**src/hdl/dcc_pkg.sv**
```systemverilog
// Shared types and constants of the click / double-click classifier.
package dcc_pkg;

  // Display state codes
  localparam logic [1:0] LOOK_IDLE    = 2'd0;
  localparam logic [1:0] LOOK_HOVER   = 2'd1;
  localparam logic [1:0] LOOK_PRESSED = 2'd2;

  // Gap limit after reset, in milliseconds
  localparam logic [15:0] LIMIT_RESET = 16'd500;

  // Saturation point of the press counters
  localparam logic [1:0] PRESS_MAX = 2'd3;

  // One update tick
  typedef struct packed {
    logic        right_level;
    logic        left_level;
    logic        pointer_over;
    logic        enabled;
    logic [11:0] elapsed_ms;
  } dcc_item_t;

  // One result
  typedef struct packed {
    logic [1:0] look;
    logic       double_click;
    logic       right_click;
    logic       left_click;
  } dcc_result_t;

endpackage

```
**src/hdl/dcc_core.sv**
```systemverilog
// Classifier state and the per-tick update logic.
module dcc_core import dcc_pkg::*; #(
  parameter int TIMER_BITS = 16
) (
  input  logic        clk_i,
  input  logic        rst_ni,
  input  logic        step_i,
  input  dcc_item_t   item_i,
  input  logic [15:0] limit_i,
  output dcc_result_t result_o
);

  localparam int SUM_W = ((TIMER_BITS > 12) ? TIMER_BITS : 12) + 1;
  localparam int CMP_W = (TIMER_BITS > 16) ? TIMER_BITS : 16;
  localparam logic [SUM_W-1:0] TIMER_MAX_EXT =
    {{(SUM_W-TIMER_BITS){1'b0}}, {TIMER_BITS{1'b1}}};

  logic                  left_held_q, left_held_d;
  logic                  right_held_q, right_held_d;
  logic                  left_pending_q, left_pending_d;
  logic                  right_pending_q, right_pending_d;
  logic [1:0]            left_presses_q, left_presses_d;
  logic [1:0]            right_presses_q, right_presses_d;
  logic [TIMER_BITS-1:0] gap_timer_q, gap_timer_d;
  logic [1:0]            look_q, look_d;

  logic [SUM_W-1:0]      gap_sum;
  logic [CMP_W-1:0]      gap_ext;
  logic [CMP_W-1:0]      limit_ext;
  logic                  over_limit;

  // Saturating gap add and limit compare
  assign gap_sum = {{(SUM_W-TIMER_BITS){1'b0}}, gap_timer_q}
                 + {{(SUM_W-12){1'b0}}, item_i.elapsed_ms};
  assign limit_ext = {{(CMP_W-16){1'b0}}, limit_i};

  always_comb begin
    logic [TIMER_BITS-1:0] gap_new;
    gap_new = (gap_sum > TIMER_MAX_EXT) ? {TIMER_BITS{1'b1}}
                                        : gap_sum[TIMER_BITS-1:0];

    left_held_d     = left_held_q;
    right_held_d    = right_held_q;
    left_pending_d  = left_pending_q;
    right_pending_d = right_pending_q;
    left_presses_d  = left_presses_q;
    right_presses_d = right_presses_q;
    gap_timer_d     = gap_timer_q;
    look_d          = look_q;
    result_o        = '0;
    gap_ext         = '0;
    over_limit      = 1'b0;

    if (item_i.enabled) begin
      // Hover tracking
      if (!item_i.pointer_over) begin
        look_d = LOOK_IDLE;
      end else if (!item_i.left_level && !item_i.right_level) begin
        look_d = LOOK_HOVER;
      end

      // Count press edges
      if (item_i.left_level && !left_held_q) begin
        left_held_d    = 1'b1;
        left_presses_d = (left_presses_q == PRESS_MAX) ? PRESS_MAX
                                                       : left_presses_q + 2'd1;
        look_d         = LOOK_PRESSED;
      end
      if (item_i.right_level && !right_held_q) begin
        right_held_d    = 1'b1;
        right_presses_d = (right_presses_q == PRESS_MAX) ? PRESS_MAX
                                                         : right_presses_q + 2'd1;
        look_d          = LOOK_PRESSED;
      end

      // Advance the gap timer while a press is counted
      if (left_presses_d != 2'd0 || right_presses_d != 2'd0) begin
        gap_timer_d = gap_new;
      end else begin
        gap_timer_d = '0;
      end

      gap_ext    = {{(CMP_W-TIMER_BITS){1'b0}}, gap_timer_d};
      over_limit = gap_ext > limit_ext;

      // Decide double or single clicks
      if (left_presses_d > 2'd1 || right_presses_d > 2'd1 || over_limit) begin
        if (!over_limit) begin
          result_o.double_click = 1'b1;
        end else begin
          if (left_presses_d != 2'd0) begin
            if (left_held_d) left_pending_d = 1'b1;
            else             result_o.left_click = 1'b1;
          end
          if (right_presses_d != 2'd0) begin
            if (right_held_d) right_pending_d = 1'b1;
            else              result_o.right_click = 1'b1;
          end
        end
        left_presses_d  = '0;
        right_presses_d = '0;
        gap_timer_d     = '0;
      end

      // Releases flush queued clicks
      if (left_held_d && !item_i.left_level) begin
        left_held_d = 1'b0;
        if (left_pending_d) begin
          if (item_i.pointer_over) result_o.left_click = 1'b1;
          left_pending_d = 1'b0;
        end
      end
      if (right_held_d && !item_i.right_level) begin
        right_held_d = 1'b0;
        if (right_pending_d) begin
          if (item_i.pointer_over) result_o.right_click = 1'b1;
          right_pending_d = 1'b0;
        end
      end
    end

    result_o.look = look_d;
  end

  // Commit state on each processed beat
  always_ff @(posedge clk_i or negedge rst_ni) begin
    if (!rst_ni) begin
      left_held_q     <= 1'b0;
      right_held_q    <= 1'b0;
      left_pending_q  <= 1'b0;
      right_pending_q <= 1'b0;
      left_presses_q  <= '0;
      right_presses_q <= '0;
      gap_timer_q     <= '0;
      look_q          <= LOOK_IDLE;
    end else if (step_i) begin
      left_held_q     <= left_held_d;
      right_held_q    <= right_held_d;
      left_pending_q  <= left_pending_d;
      right_pending_q <= right_pending_d;
      left_presses_q  <= left_presses_d;
      right_presses_q <= right_presses_d;
      gap_timer_q     <= gap_timer_d;
      look_q          <= look_d;
    end
  end

endmodule

```
**src/hdl/click_double_click_classifier_top.sv**
```systemverilog
// Top level: input register, classifier core, result register, limit register.
// A beat in the input register passes through the core into the result register once that register is free or read.
// Throughput: one beat per cycle while the output is not stalled; the only loop is the state update in the core.
// The input register takes a new beat while a result waits, as long as it can move on.
// Reset (rst_ni low, asynchronous) clears all state, empties both registers, and sets
// the double-click limit to 500 ms.
module click_double_click_classifier_top import dcc_pkg::*; #(
  parameter int TIMER_BITS = 16
) (
  input  logic        clk_i,
  input  logic        rst_ni,
  // tdata: elapsed_ms[11:0], enabled[12], pointer_over[13], left_level[14], right_level[15]
  input  logic        s_axis_tvalid,
  output logic        s_axis_tready,
  input  logic [15:0] s_axis_tdata,
  // tdata: left_click[0], right_click[1], double_click[2], look[4:3], zeros[7:5]
  output logic        m_axis_tvalid,
  input  logic        m_axis_tready,
  output logic [7:0]  m_axis_tdata,
  input  logic        cfg_valid_i,
  output logic        cfg_ready_o,
  input  logic [15:0] cfg_data_i
);

  logic        in_valid_q;
  dcc_item_t   in_item_q;
  logic        out_valid_q;
  dcc_result_t out_result_q;
  dcc_result_t core_result;
  logic [15:0] limit_q;
  logic        step;

  // Move a beat from the input register to the result register
  assign step          = in_valid_q && (!out_valid_q || m_axis_tready);
  assign s_axis_tready = !in_valid_q || step;
  assign cfg_ready_o   = 1'b1;

  // Hold the double-click limit
  always_ff @(posedge clk_i or negedge rst_ni) begin
    if (!rst_ni) begin
      limit_q <= LIMIT_RESET;
    end else if (cfg_valid_i) begin
      limit_q <= cfg_data_i;
    end
  end

  // Input register
  always_ff @(posedge clk_i or negedge rst_ni) begin
    if (!rst_ni) begin
      in_valid_q <= 1'b0;
    end else if (s_axis_tready) begin
      in_valid_q <= s_axis_tvalid;
    end
  end

  always_ff @(posedge clk_i) begin
    if (s_axis_tvalid && s_axis_tready) begin
      in_item_q <= dcc_item_t'(s_axis_tdata);
    end
  end

  dcc_core #(
    .TIMER_BITS(TIMER_BITS)
  ) u_core (
    .clk_i   (clk_i),
    .rst_ni  (rst_ni),
    .step_i  (step),
    .item_i  (in_item_q),
    .limit_i (limit_q),
    .result_o(core_result)
  );

  // Result register
  always_ff @(posedge clk_i or negedge rst_ni) begin
    if (!rst_ni) begin
      out_valid_q <= 1'b0;
    end else if (step) begin
      out_valid_q <= 1'b1;
    end else if (m_axis_tready) begin
      out_valid_q <= 1'b0;
    end
  end

  always_ff @(posedge clk_i) begin
    if (step) begin
      out_result_q <= core_result;
    end
  end

  assign m_axis_tvalid = out_valid_q;
  assign m_axis_tdata  = {3'b000, out_result_q};

  // A processed beat always lands in the result register
  a_step_fills_out: assert property (@(posedge clk_i) disable iff (!rst_ni)
    step |=> m_axis_tvalid)
    else $error("processed beat did not reach the result register");

  // A disabled tick reports no clicks
  a_disabled_quiet: assert property (@(posedge clk_i) disable iff (!rst_ni)
    (step && !in_item_q.enabled) |=>
      (!out_result_q.left_click && !out_result_q.right_click &&
       !out_result_q.double_click))
    else $error("disabled tick reported a click");

  // Input stalls only when both registers are full and the output is stalled
  a_stall_reason: assert property (@(posedge clk_i) disable iff (!rst_ni)
    !s_axis_tready |-> (in_valid_q && out_valid_q && !m_axis_tready))
    else $error("input stalled without cause");

endmodule

```
**config.mk**
```make
export PLATFORM = sky130hd
export DESIGN_NAME = click_double_click_classifier_top
export DESIGN_NICKNAME = d
export VERILOG_FILES = /design/src/hdl/dcc_pkg.sv /design/src/hdl/dcc_core.sv /design/src/hdl/click_double_click_classifier_top.sv
export SDC_FILE = /design/constraint.sdc
export NUM_CORES = 1
export LEC_CHECK = 0
export BUFFER_PORTS_ARGS = -buffer_cell sky130_fd_sc_hd__buf_2
export CORE_MARGIN = 2
export CORE_UTILIZATION = 52
export CTS_CLUSTER_SIZE = 20
export DETAILED_ROUTE_END_ITERATION = 7
export GPL_TIMING_DRIVEN = 0
export MAX_ROUTING_LAYER = met4
export PLACE_DENSITY = 0.86
export SETUP_SLACK_MARGIN = 0.05
export SLEW_MARGIN = 10
export SYNTH_ARGS = -nofsm -noshare
export SYNTH_HDL_FRONTEND = slang
export SYNTH_SLANG_ARGS = --single-unit
export TNS_END_PERCENT = 10
```
**constraint.sdc**
```tcl
create_clock -name clk_i -period 4.2 [get_ports clk_i]
set_clock_uncertainty 0.2 [all_clocks]
set_input_delay 0.84 -clock clk_i [delete_from_list [all_inputs] [get_ports clk_i]]
set_output_delay 0.84 -clock clk_i [all_outputs]
set_load 0.005 [all_outputs]
```
==> results.sh <==
export IMPL_grt_use_total_pct=23.57
export IMPL_cp_top_family="simple AND/OR/NAND/NOR gates"
export IMPL_synth_ff_type="dfrtp_1"
export IMPL_drive_gt1_share_pct=32.05
export IMPL_gp_congestion=0.8983
export IMPL_end_kind="flop"
export IMPL_fin_crit_sh_pct=98.67
export IMPL_cts_buffer_depth=2
export IMPL_cts_tree="yes"
export IMPL_max_vdd_ir_drop_uv=294.2
export IMPL_clkTransAtPathRegs_ns=0.07
export IMPL_max_stage_delay_ns=0.38
export IMPL_setup_viol=0
export IMPL_synth_top_area_share_pct=25.34
export IMPL_outcome="completed"
export IMPL_hold_viol=0
export IMPL_max_cap_viol_count=0
export IMPL_grt_max_degree=45
export IMPL_ios=48
export IMPL_overflow=0
export IMPL_yosys_cell_count_top_type="nand2_1"
export IMPL_synth_cell_types=58
export IMPL_die_w_um=88.95
export IMPL_netlist_instances=390
export IMPL_antenna_left=0
export IMPL_htree_levels=3
export IMPL_fmax_ghz=0.2413
export IMPL_rsz0062_at_grt="true"
export IMPL_max_slew_margin_pct=34.30
export IMPL_synthArstFlopShare_pct=67.69
export IMPL_fin_tns_setup_ns=0
export IMPL_drv_slew=0
export IMPL_drt_iter0_drc=282
export IMPL_drtPass1Iterations=6
export IMPL_die_area_sq_mm=0.007911
export IMPL_ys_seq_elements=65
export IMPL_dp_slack_ns=-0.2258
export IMPL_clkLatencyLatePin_ns=0.36
export IMPL_yosysWarnings=0
export IMPL_viasPerCell=5.745
export IMPL_n_fill_cell=517
export IMPL_io_buffers=43
export IMPL_synthesis_area_sq_mm=0.003752
export IMPL_wl_per_cell_um=16.30
export IMPL_ctsRootBufferMaster="clkbuf_8"
export IMPL_required_ns=4.09
export IMPL_rows=30
export IMPL_areaGrowthSynthToFinish_pct=26.64
export IMPL_die_h_um=88.95
export IMPL_pwr_density_cell_mw_per_mm2=619.0
export IMPL_hold_class="flop to flop"
export IMPL_n_antenna_cell=0
export IMPL_yosys_top_cells_count="nand2_1, dfrtp_1, o21ai_0, nor2_1, ha_1"
export IMPL_arrival_ns=4.03
export IMPL_grt_pass1_wl_um=13860
export IMPL_grt_pass1_vias=3002
export IMPL_postCtsHoldBufs=0
export IMPL_crit_slowest_cell="fa_2"
export IMPL_crit_top_cell="buf_6"
export IMPL_tightest_slew_ns=0.9855
export IMPL_start_kind="flop"
export IMPL_cts_sinks=65
export IMPL_synth_top_area_cell="dfrtp_1"
export IMPL_ys_seq_area_share_pct=46.35
export IMPL_cts_made_buffers=9
export IMPL_vias=3240
export IMPL_synth_edf_count=21
export IMPL_initial_utilization_pct=54.33
export IMPL_core_sq_mm=0.006907
export IMPL_crit_type="flop to flop"
export IMPL_routed_wl_um=9194
export IMPL_fin_crit_ns=4.144
export IMPL_worst_path_max_fanout=5
export IMPL_avgSynthCellArea_sq_um=9.621
export IMPL_crit_chain="ha_2 > inv_2 > fa_2 > and2b_2 > o31ai_4 > a21o_1 > a211oi_4 > buf_6 > a2bb2oi_2 > ha_1 > nand4_1 > nor2_2 > nand2_2 > o211a_1 > buf_6 > or2_4 > nor3b_2"
export IMPL_antenna_found_initial=0
export IMPL_synth_area_top_cells="dfrtp_1, edfxtp_1, ha_1"
export IMPL_power_leakage_uw=0.002091
export IMPL_fin_nets=529
export IMPL_place_hpwl_um=5901
export IMPL_drc=0
export IMPL_layout_setup_ws_ns=0.05598
export IMPL_cp_num_buf_inv=3
export IMPL_power_uw=2942
-- registers in the layout (all words and copies together), names as in the netlist --
name	flops
u_core.right_presses_q	2
m_axis_tvalid	1
in_valid_q	1
u_core.gap_timer_q	16
in_item_q	16
m_axis_tdata	5
u_core.right_pending_q	1
u_core.left_pending_q	1
limit_q	16
u_core.left_presses_q	2
u_core.look_q	2
u_core.right_held_q	1
u_core.left_held_q	1
-- through the flow --
step | utilization (%) | hold WS [ns] | cells | cell area, sq um
6_report | 68.80 | 0.2967 | 564 | 4752
3_3_place_gp | 59.29 | 0.2626 | 531 | 4095
4_1_cts | 65.65 | 0.2954 | 555 | 4534
5_1_grt | 68.80 | 0.3237 | 564 | 4752
3_5_place_dp | 59.29 | 0.2779 | 531 | 4095
2_1_floorplan | - | 0.2464 | 392 | 3760
-- where the power goes --
| part | total (uW) | internal (uW) | switching (uW) |
|---|---|---|---|
| clock | 713 | 455 | 258 |
| sequential | 840 | 768 | 71.7 |
| combinational | 1390 | 599 | 790 |
-- cell type report --
cell class                      count  area (sq um)  share of cell area, %
Multi-Input combinational cell    286          2077                  43.71
Timing Repair Buffer               60         357.8                  7.530
Sequential cell                    65          1739                  36.60
Buffer                             15         95.09                  2.001
Clock inverter                      7         141.4                  2.975
Clock buffer                        9         123.9                  2.607
Tap cell                           96         120.1                  2.528
Inverter                           26         97.59                  2.054
-- cell usage in the layout, fill, tap and decap left out, types with 3 or more instances in the layout --
| cell | instances |
|---|---|
| ha_1 | 25 |
| bufinv_16 | 4 |
| o31a_1 | 3 |
| a21oi_1 | 15 |
| buf_6 | 7 |
| nor2b_1 | 4 |
| edfxtp_1 | 21 |
| o21ai_2 | 8 |
| clkbuf_8 | 9 |
| and2_1 | 5 |
| a21oi_2 | 7 |
| or3_1 | 4 |
| nand4_1 | 4 |
| o21ai_1 | 4 |
| xnor2_1 | 5 |
| dfstp_2 | 6 |
| clkbuf_1 | 7 |
| a211oi_2 | 4 |
| dfrtp_1 | 38 |
| a21oi_4 | 4 |
| o21ai_0 | 34 |
| a21o_1 | 5 |
| buf_4 | 17 |
| nor2_1 | 27 |
| o21a_1 | 5 |
| o211ai_1 | 3 |
| buf_2 | 44 |
| nand3_1 | 3 |
| nand2_1 | 45 |
| conb_1 | 4 |
| inv_1 | 25 |
| nand2b_1 | 5 |
| nor2_2 | 7 |
| and3_1 | 3 |
| nor3_1 | 4 |
-- worst register-to-register path: cells and delay by family (launching register included) --
family | cells | cell delay (ns)
AND/OR/NAND/NOR | 6 | 1.11
AO/OA/AOI/OAI | 5 | 1.09
adder cells (fa/ha/maj) | 3 | 0.74
buffers and inverters | 3 | 0.37
flip-flops | 1 | 0.36
-- per-layer routing --
layer	track usage (%)	wire length [um]
met5	-	0
met4	8.820	215
met3	3.509	640
met1	30.38	3833
met2	37.99	4504
-- path summary, 6_finish.rpt --
kind	start	end	slack, ns	depth (start not counted)
worst max-delay path	u_core.gap_timer_q[0]	m_axis_tdata[2]	0.06	17
worst min-delay path	u_core.gap_timer_q[2]	u_core.gap_timer_q[2]	0.30	2
worst max register to register	u_core.gap_timer_q[0]	m_axis_tdata[2]	0.06	17
worst min register to register	u_core.gap_timer_q[2]	u_core.gap_timer_q[2]	0.30	2
max in group asynchronous	rst_ni	u_core.right_held_q	2.74	1
min in group asynchronous	rst_ni	limit_q[9]	0.45	1
-- repair_timing --
item                       in CTS  in global routing
buffers inserted                7                  7
pin swaps                       8                 30
setup endpoints to repair      22                 22
cloned                          1                  2
gates resized for setup        28                 38
-- cell families (layout without fill, tap and decap cells) --
group,after synthesis,after routing,share of synthesized area [%]
buffers and inverters,41,117,5.135
and+or+nand+nor,129,129,16.51
adders and majority gates,29,29,9.870
muxes,1,1,0.3001
other,2,4,0.2001
AOI/OAI and AO/OA,118,118,20.47
xor gates and xnor gates,5,5,1.167
DFF,65,65,46.35
Power figures use the tool's default switching activity.
